**config.mk**
```make
export PLATFORM = sky130hd
export DESIGN_NAME = image_mse_accumulator_core
export DESIGN_NICKNAME = d
export VERILOG_FILES = /design/src/mse_acc_pkg.sv /design/src/mse_acc_accum.sv /design/src/mse_acc_div.sv /design/src/image_mse_accumulator_core.sv
export VERILOG_INCLUDE_DIRS = /design/src /design/src/src
export SDC_FILE = /design/constraint.sdc
export NUM_CORES = 1
export LEC_CHECK = 0
export BUFFER_PORTS_ARGS = -buffer_cell sky130_fd_sc_hd__buf_2
export CAP_MARGIN = 20
export CELL_PAD_IN_SITES_DETAIL_PLACEMENT = 0
export CELL_PAD_IN_SITES_GLOBAL_PLACEMENT = 2
export CORE_ASPECT_RATIO = 0.75
export CORE_MARGIN = 5
export CORE_UTILIZATION = 44
export CTS_CLUSTER_SIZE = 14
export DETAILED_ROUTE_END_ITERATION = 7
export PLACE_DENSITY = 0.95
export SYNTH_ARGS = -nofsm -noshare
export SYNTH_HDL_FRONTEND = slang
export SYNTH_SLANG_ARGS = --single-unit
```
**constraint.sdc**
```tcl
create_clock -name clk -period 8.3 [get_ports clk]
set_input_delay 0.83 -clock clk [delete_from_list [all_inputs] [get_ports clk]]
set_output_delay 0.83 -clock clk [all_outputs]
set_load 0.02 [all_outputs]
```
**src/image_mse_accumulator_core_defines.svh**
```systemverilog
// ----------------------------------------------------------------------------
// image mse accumulator assertion macros
// Concurrent assertion wrappers, compiled out for synthesis.
// ----------------------------------------------------------------------------
`ifndef IMAGE_MSE_ACCUMULATOR_CORE_DEFINES_SVH
`define IMAGE_MSE_ACCUMULATOR_CORE_DEFINES_SVH

`ifndef SYNTHESIS

// plain property, reset disables
`define MSE_ASSERT(lbl, clk, rst_n, prop, msg) \
	lbl: assert property (@(posedge clk) disable iff (!rst_n) (prop)) else $error(msg);

// overlapping implication, reset disables
`define MSE_ASSERT_IMPL(lbl, clk, rst_n, ante, cons, msg) \
	lbl: assert property (@(posedge clk) disable iff (!rst_n) (ante) |-> (cons)) \
		else $error(msg);

`else

`define MSE_ASSERT(lbl, clk, rst_n, prop, msg)
`define MSE_ASSERT_IMPL(lbl, clk, rst_n, ante, cons, msg)

`endif

`endif

```
**src/mse_acc_pkg.sv**
```systemverilog
// ----------------------------------------------------------------------------
// mse_acc_pkg
// Shared widths, limits and payload types of the image mse accumulator.
// ----------------------------------------------------------------------------
`default_nettype none

package mse_acc_pkg;

	localparam int unsigned PIX_W      = 8;
	localparam int unsigned PAIR_W     = 21;
	localparam int unsigned SUM_W      = 36;
	localparam int unsigned MSE_W      = 24;
	localparam int unsigned FRAC_W     = 8;
	localparam int unsigned SQ_W       = 2 * PIX_W;
	localparam int unsigned MAX_PIXELS = 1048576;

	localparam logic [PAIR_W-1:0] MAX_PAIRS = PAIR_W'(MAX_PIXELS);

	// one quotient bit per divider step
	localparam int unsigned DIV_STEPS = MSE_W;
	localparam int unsigned CNT_W     = $clog2(DIV_STEPS);

	typedef struct packed {
		logic [PIX_W-1:0] pixel_a;
		logic [PIX_W-1:0] pixel_b;
		logic             last_pair;
	} in_item_t;

	typedef struct packed {
		logic [PAIR_W-1:0] pair_count;
		logic [PAIR_W-1:0] differing_count;
		logic [SUM_W-1:0]  square_sum;
		logic [MSE_W-1:0]  mse_q8;
		logic              overflow;
	} out_item_t;

	// accumulator contents
	typedef struct packed {
		logic [PAIR_W-1:0] pairs;
		logic [PAIR_W-1:0] diffs;
		logic [SUM_W-1:0]  sum;
		logic              ovf;
	} acc_t;

endpackage

`default_nettype wire

```
**src/mse_acc_accum.sv**
```systemverilog
// ----------------------------------------------------------------------------
// mse_acc_accum
// Squared difference and running accumulators, one pixel pair per cycle while take is high.
// ----------------------------------------------------------------------------
`default_nettype none

module mse_acc_accum (
	input  wire                   clk,
	input  wire                   arst_n,
	input  wire                   take,
	input  mse_acc_pkg::in_item_t item,
	output mse_acc_pkg::acc_t     acc_next
);
	import mse_acc_pkg::*;

	acc_t              acc_q;
	logic [PIX_W-1:0]  diff;
	logic [SQ_W-1:0]   square;
	logic              full;

	assign diff   = (item.pixel_a >= item.pixel_b) ? (item.pixel_a - item.pixel_b)
	                                               : (item.pixel_b - item.pixel_a);
	assign square = SQ_W'(diff) * SQ_W'(diff);
	assign full   = (acc_q.pairs == MAX_PAIRS);

	always_comb begin
		acc_next = acc_q;
		if (full) begin
			acc_next.ovf = 1'b1;
		end else begin
			acc_next.sum   = acc_q.sum + SUM_W'(square);
			acc_next.pairs = acc_q.pairs + PAIR_W'(1);
			if (diff != '0) begin
				acc_next.diffs = acc_q.diffs + PAIR_W'(1);
			end
		end
	end

	// cleared after the last pair of an image
	always_ff @(posedge clk or negedge arst_n) begin
		if (!arst_n) begin
			acc_q <= '0;
		end else if (take) begin
			if (item.last_pair) begin
				acc_q <= '0;
			end else begin
				acc_q <= acc_next;
			end
		end
	end

endmodule

`default_nettype wire

```
**src/mse_acc_div.sv**
```systemverilog
// ----------------------------------------------------------------------------
// mse_acc_div
// Restoring divider, one quotient bit per cycle: floor(sum * 256 / count).
// ----------------------------------------------------------------------------
`default_nettype none

module mse_acc_div (
	input  wire                               clk,
	input  wire                               arst_n,
	input  wire                               start,
	input  wire [mse_acc_pkg::SUM_W-1:0]      start_sum,
	input  wire [mse_acc_pkg::PAIR_W-1:0]     start_count,
	output logic                              done,
	output logic [mse_acc_pkg::MSE_W-1:0]     quotient
);
	import mse_acc_pkg::*;

	logic [PAIR_W-1:0] divisor_q;
	logic [PAIR_W-1:0] rem_q;
	logic [MSE_W-1:0]  work_q;
	logic [CNT_W-1:0]  cnt_q;
	logic              busy_q;
	logic              done_q;
	logic [PAIR_W:0]   trial;
	logic [PAIR_W:0]   trial_sub;
	logic              fits;

	assign trial     = {rem_q, work_q[MSE_W-1]};
	assign fits      = (trial >= {1'b0, divisor_q});
	assign trial_sub = trial - {1'b0, divisor_q};

	// sum is at most 255^2 per pair, so the quotient fits MSE_W bits and the
	// dividend bits above it start out below the divisor
	always_ff @(posedge clk or negedge arst_n) begin
		if (!arst_n) begin
			busy_q <= 1'b0;
			done_q <= 1'b0;
			cnt_q  <= '0;
		end else begin
			done_q <= 1'b0;
			if (start) begin
				busy_q <= 1'b1;
				cnt_q  <= CNT_W'(DIV_STEPS - 1);
			end else if (busy_q) begin
				cnt_q <= cnt_q - CNT_W'(1);
				if (cnt_q == '0) begin
					busy_q <= 1'b0;
					done_q <= 1'b1;
				end
			end
		end
	end

	// dividend bits shift out of work_q as quotient bits shift in
	always_ff @(posedge clk) begin
		if (start) begin
			divisor_q <= start_count;
			rem_q     <= PAIR_W'(start_sum >> (MSE_W - FRAC_W));
			work_q    <= {start_sum[MSE_W-FRAC_W-1:0], FRAC_W'(0)};
		end else if (busy_q) begin
			rem_q  <= fits ? trial_sub[PAIR_W-1:0] : trial[PAIR_W-1:0];
			work_q <= {work_q[MSE_W-2:0], fits};
		end
	end

	assign done     = done_q;
	assign quotient = work_q;

endmodule

`default_nettype wire

```
**src/image_mse_accumulator_core.sv**
```systemverilog
// An ordinary pixel pair is taken when in_valid meets in_ready, one pair per
// cycle while in_ready is high. A last pair starts 24 divider steps, one
// quotient bit per cycle, then the done pulse and the output register load,
// which waits on an unread result. Input is not ready until that load.
// Reset (arst_n, asynchronous, active low) clears accumulators and control.
// ----------------------------------------------------------------------------
// image_mse_accumulator_core
// Mean squared error of two 8-bit images, streamed one pixel pair at a time.
// ----------------------------------------------------------------------------
`default_nettype none
`include "image_mse_accumulator_core_defines.svh"

module image_mse_accumulator_core (
	input  wire                    clk,
	input  wire                    arst_n,
	input  wire                    in_valid,
	output logic                   in_ready,
	input  mse_acc_pkg::in_item_t  in_data,
	output logic                   out_valid,
	input  wire                    out_ready,
	output mse_acc_pkg::out_item_t out_data
);
	import mse_acc_pkg::*;

	localparam logic [1:0] ST_ACCUM = 2'd0;
	localparam logic [1:0] ST_DIV   = 2'd1;
	localparam logic [1:0] ST_DONE  = 2'd2;

	logic [1:0]       state_q;
	acc_t             acc_next;
	acc_t             snap_q;
	logic             take;
	logic             last_take;
	logic             div_done;
	logic [MSE_W-1:0] quotient;
	logic             load_out;
	logic             out_valid_q;
	out_item_t        out_data_q;

	assign in_ready  = (state_q == ST_ACCUM);
	assign take      = in_valid && in_ready;
	assign last_take = take && in_data.last_pair;
	assign load_out  = (state_q == ST_DONE) && (!out_valid_q || out_ready);

	mse_acc_accum u_accum (
		.clk      (clk),
		.arst_n   (arst_n),
		.take     (take),
		.item     (in_data),
		.acc_next (acc_next)
	);

	mse_acc_div u_div (
		.clk         (clk),
		.arst_n      (arst_n),
		.start       (last_take),
		.start_sum   (acc_next.sum),
		.start_count (acc_next.pairs),
		.done        (div_done),
		.quotient    (quotient)
	);

	always_ff @(posedge clk or negedge arst_n) begin
		if (!arst_n) begin
			state_q <= ST_ACCUM;
		end else begin
			case (state_q)
				ST_ACCUM: begin
					if (last_take) begin
						state_q <= ST_DIV;
					end
				end
				ST_DIV: begin
					if (div_done) begin
						state_q <= ST_DONE;
					end
				end
				ST_DONE: begin
					if (load_out) begin
						state_q <= ST_ACCUM;
					end
				end
				default: begin
					state_q <= ST_ACCUM;
				end
			endcase
		end
	end

	// totals of the image, including its last pair
	always_ff @(posedge clk) begin
		if (last_take) begin
			snap_q <= acc_next;
		end
	end

	always_ff @(posedge clk or negedge arst_n) begin
		if (!arst_n) begin
			out_valid_q <= 1'b0;
		end else begin
			if (load_out) begin
				out_valid_q <= 1'b1;
			end else if (out_ready) begin
				out_valid_q <= 1'b0;
			end
		end
	end

	always_ff @(posedge clk) begin
		if (load_out) begin
			out_data_q.pair_count      <= snap_q.pairs;
			out_data_q.differing_count <= snap_q.diffs;
			out_data_q.square_sum      <= snap_q.sum;
			out_data_q.mse_q8          <= quotient;
			out_data_q.overflow        <= snap_q.ovf;
		end
	end

	assign out_valid = out_valid_q;
	assign out_data  = out_data_q;

	`MSE_ASSERT_IMPL(a_done_in_div, clk, arst_n, div_done, state_q == ST_DIV,
		"divider finished outside divide state")
	`MSE_ASSERT(a_done_pulse, clk, arst_n, div_done |=> !div_done,
		"divider done held longer than one cycle")
	`MSE_ASSERT_IMPL(a_count_nonzero, clk, arst_n, out_valid_q,
		out_data_q.pair_count != '0, "result transaction with zero pair count")
	`MSE_ASSERT_IMPL(a_ovf_saturated, clk, arst_n, out_valid_q && out_data_q.overflow,
		out_data_q.pair_count == MAX_PAIRS, "overflow without saturated pair count")

endmodule

`default_nettype wire

```
* Yosys cells after proc, flatten, opt, wreduce, memory -nomap -nowiden
Index checks and enable logic that the tools add are counted.
** Cells by class
- Mux-type cells :: 24
- Equal/unequal tests :: 6
- $add $sub $neg :: 7
- Order comparisons :: 2
- Reduce and logical (&&, ||, !) cells :: 11
- Multiply operators :: 1
** Operators by type and width (number)
- $mux 79 :: 1
- $mux 78 :: 1
- $mux 24 :: 2
- $add 21x1->21 const B :: 2
- $mux 21 :: 2
- $mux 20 :: 2
- $add 36x16->36 :: 1
- $ge 22x21->1 :: 1
- $eq 21x21->1 const B :: 1
- $sub 21x21->21 :: 1
- $mul 8x8->16 :: 1
- $sub 8x8->8 :: 2
- $mux 5 :: 2
- $mux 1 :: 9
- $ge 8x8->1 :: 1
- $mux 8 :: 1
- $reduce_bool 8->1 :: 1
- $mux 2 :: 3
- $pmux 2 s3 :: 1
- $logic_not 5->1 :: 1
- $sub 5x1->5 const B :: 1
- $ne 2x1->1 const B :: 2
- $reduce_bool 2->1 :: 2
- $logic_and 1x1->1 :: 3
- 7 further kinds :: 7
** Storage, ports and cells
- Input bits :: 21
- Output and inout port bits :: 105
- Word-level logic and storage cells :: 73
- Register bits :: 316

* Logic depth before layout (Yosys ltp)
- Word-level depth :: 6
- Gate-level depth with buffers :: 30
- Gate-level depth less buffers :: 30

* Cells and area by module
Synthesis repeated with hierarchy kept, for this count alone.
** Unflattened totals
- Cell total of the unflattened synthesis :: 1494
- Area total of the unflattened synthesis :: 17772.0 um^2
** By module, submodules not included
- mse_acc_accum :: area each 7888.8 um^2, sequential area each 1976.9 um^2, instances 1, cells an instance 930
- image_mse_accumulator_core :: area each 5614.1 um^2, sequential area each 5540.3 um^2, instances 1, cells an instance 196
- mse_acc_div :: area each 4269.1 um^2, sequential area each 2067.0 um^2, instances 1, cells an instance 368

* Least setup slack after synthesis
No wires, ideal clock.
- Kind :: input to register
- Start :: input in_data[9] (netlist name)
- End :: register u_div.rem_q[7], data pin
- Library setup time :: 0.152 ns
- Cell stages on the path :: 28
- Required time :: 8.148 ns
- Data arrival time :: 7.228 ns
- Path buffers :: 1
- Setup slack :: 0.920 ns
- Path through :: inv_1 > ha_1 > inv_1 > fa_1 > nand3_1 > a31oi_1 > a221oi_1 > a21oi_1 > or2_2 > clkbuf_1 > nor2_1 > inv_1 > fa_1 > fa_1 > inv_1 > ha_1 > inv_1 > fa_1 > fa_1 > nor2b_1 > o21ai_0 > a21boi_0 > o211ai_1 > a2111oi_0 > o211a_1 > xor2_1 > nor2_1 > a31oi_1
** RTL lines
- start, declared :: line image_mse_accumulator_core.sv:18 : input mse_acc_pkg::in_item_t in_data,
- end signal, assigned :: line mse_acc_div.sv:58 : rem_q <= PAIR_W'(start_sum >> (MSE_W - FRAC_W));
- end signal, assigned :: line mse_acc_div.sv:61 : rem_q <= fits ? trial_sub[PAIR_W-1:0] : trial[PAIR_W-1:0];
- end, declared :: line mse_acc_div.sv:19 : logic [PAIR_W-1:0] rem_q;

==> impl_metrics.ini <==
[outcome]
outcome = completed

[sta]
period_share_pct = 89.24
setup_viol = 0
hold_viol = 0
worst_slew_pin_slew_ns = 1.049
fin_crit_ns = 7.407
setup_ws_ns = 0.8934
rsz0062_at_grt = no
final_max_slew_viol_count = 0
skew_ns = 0.02009
fin_setup_tns_ns = 0
clock.fmax_ghz = 0.1350
relSlewSlack_pct = 29.93

[power]
p_int_mw = 4.856
p_per_area_nw_per_um2 = 437.3
swShare_pct = 42.64
p_clk_share_pct = 18.0
vdd_drop_max_uv = 470.2
p_leak_nw = 8.429
combinationalPowerShare_pct = 54.1
p_sw_mw = 3.610
pwr-share-seq_pct = 27.9

[worst_setup_path]
crit_arrival_ns = 7.63
endpoint_kind = register
worst_path_dominant_cell_family = adder cells
r2r_slack_ns = 3.08
critical_path.most_common_cell = fa_1
r2r_cells = 18
slowest_delay_ns = 0.54
r2r-start = u_accum.acc_q[8]$_DFFE_PN0P_
crit_required_ns = 8.52
cp-start-kind = input pin
setup.worst_path.class = in -> reg
critical_path_buf_inv_count = 4
slowest_stage = or4_1
cp_max_fo = 6
r2r_end = u_div.rem_q[10]$_DFFE_PP_

[grt]
grt_pass1_wl_um = 65890
antenna_found_initial = 1
grt_use_total_pct = 19.00
grt_pass1_vias = 11710
overflow = 0
grt_max_degree = 81

[routing]
wl_um = 40970
wl_per_cell_um = 18.68
drc = 0
viasPerCell = 5.529
drtPass1Iterations = 5
antenna_left = 0
num_vias = 12130
drt-initial-drc-count = 943

[clocking]
clkLatencyLatePin_ns = 0.52
post-cts-setup-buffers = 0
clockRootBuffer = clkbuf_16
htreeDepth = 2
path_clk_slew_ns = 0.06
cts.sinks = 316
cts_tree = built
clock_path_buffers = 3
postCtsHoldBufs = 0
numCtsBuffers = 34
cts_resized = 0

[floorplan]
die-area_um2 = 42920
io_pins = 126
row_count = 62
die_h_um = 180.7
initial_core_util_pct = 44.59
chipWidth_um = 237.6
fp.coreArea_um2 = 38320

[synthesis]
synth_top_family_by_area = compound AO/OA/AOI/OAI gates
synth_area_leaders = edfxtp_1 (38%), dfrtp_1 (13%), ha_1 (6.2%)
ys.flop_type = edfxtp_1
syn_nets = 1685
yosys.area_share.xor_xnor_pct = 4.818
ys_top_cells_by_count = edfxtp_1 (218), inv_1 (149), o21ai_0 (117), nand2_1 (109), nor2_1 (103)
netlist_area_um2 = 17090
synthAdderAreaFrac_pct = 10.84
async_reset_ff_share_pct = 28.16
yosysTopAreaCell = edfxtp_1
synth_mux_area_share_pct = 1.194
netlist_instances = 1540
yosys_warnings = 0
yosysMostFrequentCell = edfxtp_1
synthSimpleGateAreaFrac_pct = 11.09
yosysTopAreaCellShare_pct = 38.31
yosysSeqAreaShare_pct = 52.40
synth_edf_count = 218
ys_ff_latch = 316
avgSynthCellArea_um2 = 11.10
synth.distinct_cells = 78
synth_compound_area_share_pct = 14.69

[min_path]
hp-class = in -> async

[flow_run]
max_cap_viol_count = 0

[final_layout]
area_growth_pct = 13.30
n_fill_cell = 3456
nets = 1801
drive_gt1_share_pct = 14.10
antenna_cells = 0

[place]
dp_worst_setup_slack_ns = 0.4084
portBuffers = 125
hpwl_um = 28970
gp_congestion = 0.8795
==> power groups by stage <==
stage	registers (mW)	clock network, mW	logic [mW]
2_1_floorplan	2.33	0	3.34
3_3_place_gp	2.38	0	4.46
3_5_place_dp	2.39	0	4.53
4_1_cts	2.36	1.56	4.58
5_1_grt	2.39	1.63	5.20
6_report	2.36	1.52	4.58
==> logic make-up (layout without fill, tap and decap cells) <==
family | count (synthesis) | after routing
xor+xnor | 91 | 91
flops | 316 | 316
mux | 20 | 20
compound gates | 376 | 376
simple gates | 398 | 398
fa+ha+maj | 124 | 124
buf+inv | 215 | 356
==> layer usage <==
metal	up-vias	track usage [%]	part of all wire, %	wire (um)
met5	-	0	0	0
met4	0	4.039	1.8	731
met3	55	5.080	7.7	3151
met2	397	26.59	41	16890
met1	5931	29.62	49	20200
li1	5742	-	-	-
==> worst max path at each step <==
stage                          start                      endpoint  slack, ns  cells after the start
after floorplan           in_data[9]      u_div.rem_q[7]$_DFFE_PP_       0.92                     28
after global placement    in_data[9]  u_div.quotient[23]$_DFFE_PP_       0.55                     26
after detailed placement  in_data[9]     u_div.rem_q[10]$_DFFE_PP_       0.41                     26
after CTS                 in_data[9]     u_div.rem_q[10]$_DFFE_PP_       0.96                     26
after global routing      in_data[9]     u_div.rem_q[14]$_DFFE_PP_       0.52                     26
final                     in_data[9]     u_div.rem_q[10]$_DFFE_PP_       0.89                     26
==> placed cells by master, fill, tap and decap left out, types with 7 or more instances in the layout <==
| cell type | synthesis | routed |
|---|---|---|
| edfxtp_1 | 218 | 218 |
| dfrtp_1 | 89 | 89 |
| nor4_1 | 8 | 8 |
| nand2b_1 | 13 | 13 |
| clkbuf_1 | 53 | 11 |
| a21oi_1 | 58 | 58 |
| o22ai_1 | 12 | 12 |
| o31ai_1 | 15 | 15 |
| fa_1 | 40 | 40 |
| a21o_1 | 21 | 21 |
| buf_2 | 4 | 124 |
| o21ai_0 | 117 | 117 |
| buf_4 | 0 | 22 |
| mux2i_1 | 17 | 17 |
| nor2_1 | 103 | 101 |
| ha_1 | 84 | 84 |
| dfxtp_1 | 9 | 9 |
| and2_1 | 11 | 11 |
| nor3_1 | 19 | 19 |
| or2_2 | 12 | 12 |
| nand2_1 | 109 | 107 |
| inv_1 | 149 | 148 |
| xor2_1 | 33 | 33 |
| a211oi_1 | 12 | 12 |
| clkbuf_16 | 0 | 36 |
| xnor2_1 | 56 | 56 |
| o21a_1 | 12 | 12 |
| nand3_1 | 58 | 58 |
| a211oi_2 | 7 | 7 |
| a31oi_1 | 22 | 22 |
| o211ai_1 | 10 | 10 |
| a22o_1 | 28 | 28 |
| and3_1 | 31 | 31 |
==> through the flow <==
step                total power [mW]  hold WS [ns]  utilization, %  instance area (um^2)  instances
finish                         8.467        0.2708           50.52                 19360       2193
global route                   9.215        0.2987           50.52                 19360       2193
CTS                            8.490        0.2857           50.52                 19360       2193
detailed placement             6.921        0.4045           47.62                 18250       2132
global placement               6.839        0.4014           47.62                 18250       2132
floorplan                      5.668        0.4003               -                 17090       1540
==> state kept, by name (all words and copies together), names as in the netlist <==
name	cells
out_data	103
u_accum.acc_q	79
snap_q	58
u_div.quotient	24
u_div.divisor_q	21
u_div.rem_q	21
u_div.cnt_q	5
state_q	2
out_valid	1
u_div.busy_q	1
u_div.done	1
==> layout make-up <==
class / instances / area, um^2 / area share, %
Multi-Input combinational cell: 1009 / 7307 / 37.74
Timing Repair Buffer: 146 / 785.8 / 4.059
Sequential cell: 316 / 8954 / 46.25
Inverter: 149 / 561.8 / 2.902
Tap cell: 512 / 640.6 / 3.309
Clock buffer: 49 / 969.7 / 5.009
Clock inverter: 12 / 141.4 / 0.7303
Power figures use the tool's default switching activity.
